--- config.mk ---
export PLATFORM = sky130hd
export DESIGN_NAME = ltfd_ctrl
export DESIGN_NICKNAME = d
export VERILOG_FILES = /design/src/sv/ltfd_pkg.sv /design/src/sv/ltfd_ctrl.sv
export SDC_FILE = /design/constraint.sdc
export NUM_CORES = 1
export LEC_CHECK = 0
export BUFFER_PORTS_ARGS = -buffer_cell sky130_fd_sc_hd__buf_2
export CORE_AREA = 2 2 39 41
export DETAILED_ROUTE_END_ITERATION = 8
export DIE_AREA = 0 0 41 43
export GPL_TIMING_DRIVEN = 1
export PLACE_DENSITY = 0.3
export SETUP_SLACK_MARGIN = 0.2
export SYNTH_ARGS = -nofsm -noshare
export SYNTH_HDL_FRONTEND = slang
export SYNTH_SLANG_ARGS = --single-unit
--- constraint.sdc ---
create_clock -name clk -period 1.8 [get_ports clk]
set_input_delay 0.27 -clock clk [delete_from_list [all_inputs] [get_ports clk]]
set_output_delay 0.27 -clock clk [all_outputs]
set_load 0.01 [all_outputs]
--- src/sv/ltfd_pkg.sv ---
// shared types and constants for the lens texture fetch and dither unit
// no dependencies
package ltfd_pkg;

	localparam int TEX_DIM    = 256;
	localparam int NUM_COLORS = 16;
	localparam int COLOR_AW   = $clog2(NUM_COLORS + 1);
	localparam int TEX_AW     = 16;
	localparam int MAX_LOG2   = 8;
	localparam int DATA_W     = 104;

	typedef enum logic [1:0] {
		ACT_TEXEL  = 2'd0,
		ACT_COLOR  = 2'd1,
		ACT_RENDER = 2'd2,
		ACT_FRAME  = 2'd3
	} action_t;

	localparam logic [2:0] MODE_DIRECT  = 3'd0;
	localparam logic [2:0] MODE_ORDERED = 3'd1;
	localparam logic [2:0] MODE_SKEWED  = 3'd2;
	localparam logic [2:0] MODE_SEMI    = 3'd3;
	localparam logic [2:0] MODE_INTER   = 3'd4;

	localparam logic [7:0] REG_MODE   = 8'd0;
	localparam logic [7:0] REG_SIZE   = 8'd1;
	localparam logic [7:0] REG_VIEW_X = 8'd2;
	localparam logic [7:0] REG_VIEW_Y = 8'd3;

	typedef enum logic {
		ST_IDLE,
		ST_FETCH
	} state_t;

	typedef struct packed {
		logic tex_we;
		logic color_we;
		logic phase_inc;
		logic render;
		logic out_load;
	} cmd_t;

endpackage

--- src/sv/ltfd_ctrl.sv ---
// controller state machine: request acceptance, fetch sequencing, output valid
// depends on ltfd_pkg
module ltfd_ctrl (
	input  logic                 clk,
	input  logic                 arst_n,
	input  logic                 s_tvalid,
	output logic                 s_tready,
	input  ltfd_pkg::action_t    action,
	output logic                 m_tvalid,
	input  logic                 m_tready,
	output ltfd_pkg::cmd_t       cmd
);
	import ltfd_pkg::*;

	state_t state_q, state_d;
	logic   valid_q;
	logic   accept;
	logic   out_free;

	assign accept   = s_tvalid && (state_q == ST_IDLE);
	assign out_free = !valid_q || m_tready;
	assign m_tvalid = valid_q;

	always_comb begin
		state_d = state_q;
		unique case (state_q)
			ST_IDLE: begin
				if (accept && action == ACT_RENDER) state_d = ST_FETCH;
			end
			ST_FETCH: begin
				if (out_free) state_d = ST_IDLE;
			end
			default: state_d = ST_IDLE;
		endcase
	end

	always_comb begin
		s_tready      = 1'b0;
		cmd           = '0;
		unique case (state_q)
			ST_IDLE: begin
				s_tready      = 1'b1;
				cmd.tex_we    = accept && action == ACT_TEXEL;
				cmd.color_we  = accept && action == ACT_COLOR;
				cmd.phase_inc = accept && action == ACT_FRAME;
				cmd.render    = accept && action == ACT_RENDER;
			end
			ST_FETCH: begin
				cmd.out_load = out_free;
			end
			default: ;
		endcase
	end

	always_ff @(posedge clk or negedge arst_n) begin
		if (!arst_n) begin
			state_q <= ST_IDLE;
			valid_q <= 1'b0;
		end else begin
			state_q <= state_d;
			if (cmd.out_load) valid_q <= 1'b1;
			else if (m_tready) valid_q <= 1'b0;
		end
	end

endmodule

# Word-level counts from Yosys, hierarchy flattened
# Index checks and enable logic that the tools add are counted.
# classes
n_reduce_logical	9
mux	8
eq_ne	3
bitwise_logic	1
# ops
operator	n
$mux 1	6
$logic_and 1x1->1	5
$eq 2x2->1 const B	2
$mux 4	1
$eq 2x1->1 const B	1
$logic_not 2->1	1
$pmux 1 s2	1
$reduce_bool 2->1	1
$logic_not 1->1	1
$logic_or 1x1->1	1
$not 1->1	1
# totals
reg_bits	2
inputBits	6
out_inout_bits	7
wordCells	23

# Depth between registers and ports, before layout
# Gate-level depths: netlist of the first run.
# depth
depth_word	5
mapped_depth	2
ltp_nobuf	2

# Least setup slack after synthesis of the first run
# Ideal clock, no wire load.
# synth_timing
path_kind	flip-flop to output port
startpoint	reg state_q
endpoint	out cmd[4] (netlist name)
slack_ns	0.703
arrival_time_ns	0.827
stages_incl_launch_ff	2
t_required_ns	1.530
n_path_buf	0
path_cell_list	dfrtp_1 > nor4b_1
# synth_lines
item	line_no	text
start, declared	ltfd_ctrl.sv:15	state_t state_q, state_d;
start signal, assigned	ltfd_ctrl.sv:60	state_q <= state_d;
end, declared	ltfd_ctrl.sv:11	output ltfd_pkg::cmd_t cmd

==> results.sh, run 1 <==
export IMPL_clock_latency_ns=0.23
export IMPL_cts_root_buf="clkbuf_4"
export IMPL_slowest_delay_ns=0.40
export IMPL_slew_headroom=0.845
export IMPL_setup_violations=0
export IMPL_drive_above_1_share=0.667
export IMPL_ant_nets=0
export IMPL_synth_xor_area_frac=0
export IMPL_clkTransAtPathRegs_ns=0.03
export IMPL_finalCritPeriodShare=0.741
export IMPL_avgRoutedWirePerCell_um=8.33
export IMPL_p_leak_nw=0.125
export IMPL_io_buffers=12
export IMPL_die_w_um=41
export IMPL_synthSimpleGateAreaFrac=0.495
export IMPL_yosys_top_cells_area="dfrtp_1 (41%), and4bb_2 (21%), and4_1 (7.2%)"
export IMPL_num_vias=147
export IMPL_cp_required_ns=1.53
export IMPL_placedInstanceArea_um2=201
export IMPL_yosys_warnings=0
export IMPL_pre_cts_slack_ns=0.688
export IMPL_path_class="flop to primary output"
export IMPL_arrival_ns=1.06
export IMPL_synth_compound_area_frac=0.0619
export IMPL_antenna_found_initial=0
export IMPL_routabilityCongestion=0.511
export IMPL_core_mm2=0.00138
export IMPL_clock_skew_ns=0.00240
export IMPL_crit_chain="and4bb_2 -> buf_2"
export IMPL_synth_seq_area_share=0.412
export IMPL_area_delta_synth_final_pct=92.8
export IMPL_max_clock_freq_mhz=750
export IMPL_max_cap_violations=0
export IMPL_overflow=0
export IMPL_io_pins=13
export IMPL_critPathTopFamily="flip-flops"
export IMPL_synth_seq_cells=2
export IMPL_htree_levels=1
export IMPL_syn_area_per_cell_um2=11.0
export IMPL_cts_path_max_buffers=2
export IMPL_wl_um=358
export IMPL_finish_instance_area_um2=234
export IMPL_synth_top_family_by_area="simple AND/OR/NAND/NOR gates"
export IMPL_setup_ws_ns=0.466
export IMPL_drc=0
export IMPL_final_setup_tns_ns=0
export IMPL_synth_top_area_share=0.412
export IMPL_hold_violations=0
export IMPL_synthCells=11
export IMPL_num_rows=14
export IMPL_critPathSlowestCell="dfrtp_1"
export IMPL_slew_viol_final=0
export IMPL_syn_nets=17
export IMPL_cts_sinks=2
export IMPL_end_kind="primary output"
export IMPL_synth_fa_ha_area_frac=0
export IMPL_grt_pass1_wl_um=483
export IMPL_die_h_um=43
export IMPL_die_area_mm2=0.00176
export IMPL_num_nets_final=35
export IMPL_cts_tree="yes"
export IMPL_antenna_cells=0
export IMPL_worstMarginPinSlew_ns=0.229
export IMPL_grt_max_degree=6
export IMPL_grtUsageTotal=0.0490
export IMPL_first_pass_iters=1
export IMPL_hold_path_class="input pin to flop"
export IMPL_n_fill_cell=159
export IMPL_synth_largest_area_cell="dfrtp_1"
export IMPL_critPathMaxFanout=5
export IMPL_peakVddDrop_mv=0.153
export IMPL_cts_buffers=3
export IMPL_outcome="complete, no violations"
export IMPL_initial_core_util=0.0877
export IMPL_pwr_density_cell_mw_per_mm2=788
export IMPL_synth_distinct_cells=9
export IMPL_path_buf_inv=1
export IMPL_timing_final_crit_period_ns=1.33
export IMPL_drt_iter0_markers=0
export IMPL_via_per_inst=3.42
export IMPL_synthMuxAreaShare=0
export IMPL_worstSetupStartpointType="flop"
export IMPL_synthesis_area_um2=121
export IMPL_rsz0062_at_grt="false"
export IMPL_grt_pass1_vias=133
-- flip-flops by register name, indices dropped and copies added (netlist names) --
register and cells:
m_tvalid 1, state_q 1
-- where the power goes --
group	internal (W)	total, W	switching, W
clock network	0.0000738	0.000101	0.0000274
registers	0.0000488	0.0000511	0.00000236
logic	0.0000169	0.0000320	0.0000151
total	0.000139	0.000184	0.0000448
-- cells by family (layout without fill, tap and decap cells) --
family                 after synthesis  in the layout
and+or+nand+nor                      7              7
buffers and inverters                1             17
DFF                                  2              2
AOI/OAI and AO/OA                    1              1
-- repair_timing --
| item | CTS | global route |
|---|---|---|
| resized for setup | 0 | 0 |
| buffers inserted | 0 | 0 |
| hold buffers | 1 | 0 |
| hold endpoints to repair | 2 | 0 |
-- through the flow --
step                 util  hold WS, ns  instances  total power, W
floorplan               -      -0.0256         11       0.0000655
global placement    0.146       0.0568         39       0.0000822
detailed placement  0.146       0.0555         39       0.0000824
CTS                 0.169        0.346         43        0.000192
global route        0.169        0.368         43        0.000197
finish              0.169        0.352         43        0.000184
-- cell type report --
type | instances | area [um2] | share of cell area
multi-input cells | 8 | 67.6 | 0.289
clock buffers | 3 | 22.5 | 0.0963
repair buffers | 13 | 70.1 | 0.299
flip-flops and latches | 2 | 50.0 | 0.214
inverters | 1 | 3.75 | 0.0160
well taps | 16 | 20.0 | 0.0856
-- cell usage after synthesis --
cell,count
dfrtp_1,2
nand2_1,1
o21bai_1,1
and4_1,1
nor4b_1,1
and2_2,1
and4bb_2,2
nand2b_1,1
inv_1,1
-- cell usage in the layout (no fill, tap or decap), drive strengths merged --
cell	instances
nand2b	1
and2	1
buf	12
dlygate4sd3	1
and4	1
nand2	1
and4bb	2
dfrtp	2
nor4b	1
o21bai	1
clkbuf	3
inv	1
-- tightest hold or removal path: cells and delay by family --
kind | cells | cell delay, ns
buf+inv | 1 | 0.07
simple gates | 2 | 0.19
-- path summary, 6_finish.rpt --
path	endpoint	slack, ns	depth (start not counted)	startpoint
worst max register to register	state_q	0.89	2	state_q
max in group asynchronous	m_tvalid	1.34	2	arst_n
worst min register to register	m_tvalid	0.52	2	m_tvalid
worst max-delay path	cmd[1]	0.47	2	state_q
worst min-delay path	m_tvalid	0.35	3	m_tready
min in group asynchronous	state_q	0.36	2	arst_n
-- routing by layer --
layer  track usage  vias up  wire length, um
li1              -       74                -
met1        0.0350       67              130
met2        0.0625        6              202
met3        0.0314        0               24
met4        0.0800        0                0
met5             0        -                0
(Power assumes the default switching activity.)
==> inputs of run 2 (changes only) <==
clock period = 1.2 ns   (was 1.8 ns; I/O delays follow)
==> results.sh, run 2 (synthesized netlist as in run 1, its figures left out) <==
export IMPL_arrival_ns=1.08
export IMPL_cts_path_max_buffers=2
export IMPL_layout_commonest_cell="buf_2"
export IMPL_end_kind="primary output"
export IMPL_crit_chain="and4bb_2 -> buf_6"
export IMPL_die_area_mm2=0.00176
export IMPL_path_class="flop to primary output"
export IMPL_max_cap_violations=0
export IMPL_first_pass_iters=3
export IMPL_ant_nets=0
export IMPL_slowest_delay_ns=0.42
export IMPL_antenna_found_initial=0
export IMPL_clock_latency_ns=0.22
export IMPL_io_pins=13
export IMPL_antenna_cells=0
export IMPL_num_nets_final=37
export IMPL_die_w_um=41
export IMPL_slew_headroom=0.882
export IMPL_timing_final_crit_period_ns=1.26
export IMPL_outcome="finished with violations"
export IMPL_dpl_cell_count=39
export IMPL_n_fill_cell=156
export IMPL_overflow=0
export IMPL_worst_path_stages=2
export IMPL_cts_tree="yes"
export IMPL_cts_root_buf="clkbuf_4"
export IMPL_die_h_um=43
export IMPL_cts_buffers=3
export IMPL_core_mm2=0.00138
export IMPL_drt_iter0_markers=4
export IMPL_critPathMaxFanout=5
export IMPL_regToRegStartpoint="state_q"
export IMPL_num_vias=160
export IMPL_whs_ns=0.273
export IMPL_critPathTopFamily="flip-flops"
export IMPL_regArea_um2=50.0
export IMPL_finalCritPeriodShare=1.05
export IMPL_worstSetupStartpointType="flop"
export IMPL_critPathLaunch="state_q"
export IMPL_critPathSlowestCell="dfrtp_1"
export IMPL_peakVddDrop_mv=0.138
export IMPL_routabilityCongestion=0.612
export IMPL_worstMarginPinSlew_ns=0.177
export IMPL_drive_above_1_share=0.759
export IMPL_setup_ws_ns=-0.0581
export IMPL_num_rows=14
export IMPL_hold_path_class="input pin to async pin"
export IMPL_final_cell_mix="buf_2 (9), buf_6 (4), clkbuf_4 (3), and4bb_2 (2), dfrtp_1 (2)"
export IMPL_grt_pass1_vias=138
export IMPL_htree_levels=1
export IMPL_cp_required_ns=1.02
export IMPL_cts_sinks=2
export IMPL_reg2reg_to="state_q"
export IMPL_fin_cells=45
export IMPL_pwr_density_cell_mw_per_mm2=1030
export IMPL_ff2ff_path_depth=2
export IMPL_grt_max_degree=6
export IMPL_slew_viol_final=0
export IMPL_multi_input_area_um2=73.8
export IMPL_clkTransAtPathRegs_ns=0.03
export IMPL_setup_violations=3
export IMPL_grtUsageTotal=0.0490
export IMPL_r2r_setup_slack_ns=0.25
export IMPL_hold_violations=0
export IMPL_area_delta_synth_final_pct=129
export IMPL_grt_pass1_wl_um=503
export IMPL_final_setup_tns_ns=-0.100
export IMPL_drc=0
export IMPL_endpoint="cmd[1]"
export IMPL_rsz0062_at_grt="true"
export IMPL_initial_core_util=0.0877
export IMPL_max_clock_freq_mhz=795
export IMPL_avgRoutedWirePerCell_um=9.00
export IMPL_p_leak_nw=0.142
export IMPL_violations="negative setup slack"
export IMPL_via_per_inst=3.56
export IMPL_wl_um=405
export IMPL_path_buf_inv=1
export IMPL_io_buffers=12
export IMPL_clock_skew_ns=0.0000613
run 2: cell type report:
| cell class | instances | share of cell area |
|---|---|---|
| inverters | 1 | 0.0135 |
| well taps | 16 | 0.0721 |
| clock buffers | 3 | 0.0811 |
| multi-input cells | 8 | 0.266 |
| repair buffers | 15 | 0.387 |
| flip-flops and latches | 2 | 0.180 |
run 2: worst min-delay path by stage:
stage / start / to / slack (ns) / depth (start not counted)
2_1_floorplan: arst_n / m_tvalid / -0.12 / 0
3_3_place_gp: arst_n / m_tvalid / -0.03 / 1
3_5_place_dp: arst_n / m_tvalid / -0.03 / 1
4_1_cts: arst_n / state_q / 0.27 / 2
5_1_grt: arst_n / state_q / 0.28 / 2
6_report: arst_n / m_tvalid / 0.27 / 2
run 2: metrics by stage:
step                      total power [W]  utilization  area (um2)  setup WS [ns]
after CTS                        0.000288        0.188         260        -0.0723
after global routing             0.000312        0.201         278         -0.114
after detailed placement         0.000125        0.150         208          0.167
after floorplan                 0.0000993            -         128          0.247
final                            0.000287        0.201         278        -0.0581
after global placement           0.000125        0.150         208          0.170
run 2: power breakdown:
group | internal [W] | switching [W] | total (W) | leakage [nW]
Sequential | 0.0000732 | 0.00000399 | 0.0000772 | 0.0265
Clock | 0.000110 | 0.0000359 | 0.000146 | 0.0138
Combinational | 0.0000371 | 0.0000264 | 0.0000634 | 0.101
run 2: per-layer routing:
layer,global-route usage,share of wire
met1,0.0382,0.38
met2,0.0594,0.54
met3,0.0314,0.077
met4,0.0800,0
met5,0,0
run 2: timing repair:
item / in CTS / in global routing
hold buffers: 1 / 0
hold endpoints to repair: 2 / 0
gates resized for setup: 3 / 2
setup buffers: 1 / 1
setup endpoints to repair: 6 / 6
pin swaps: 2 / 1
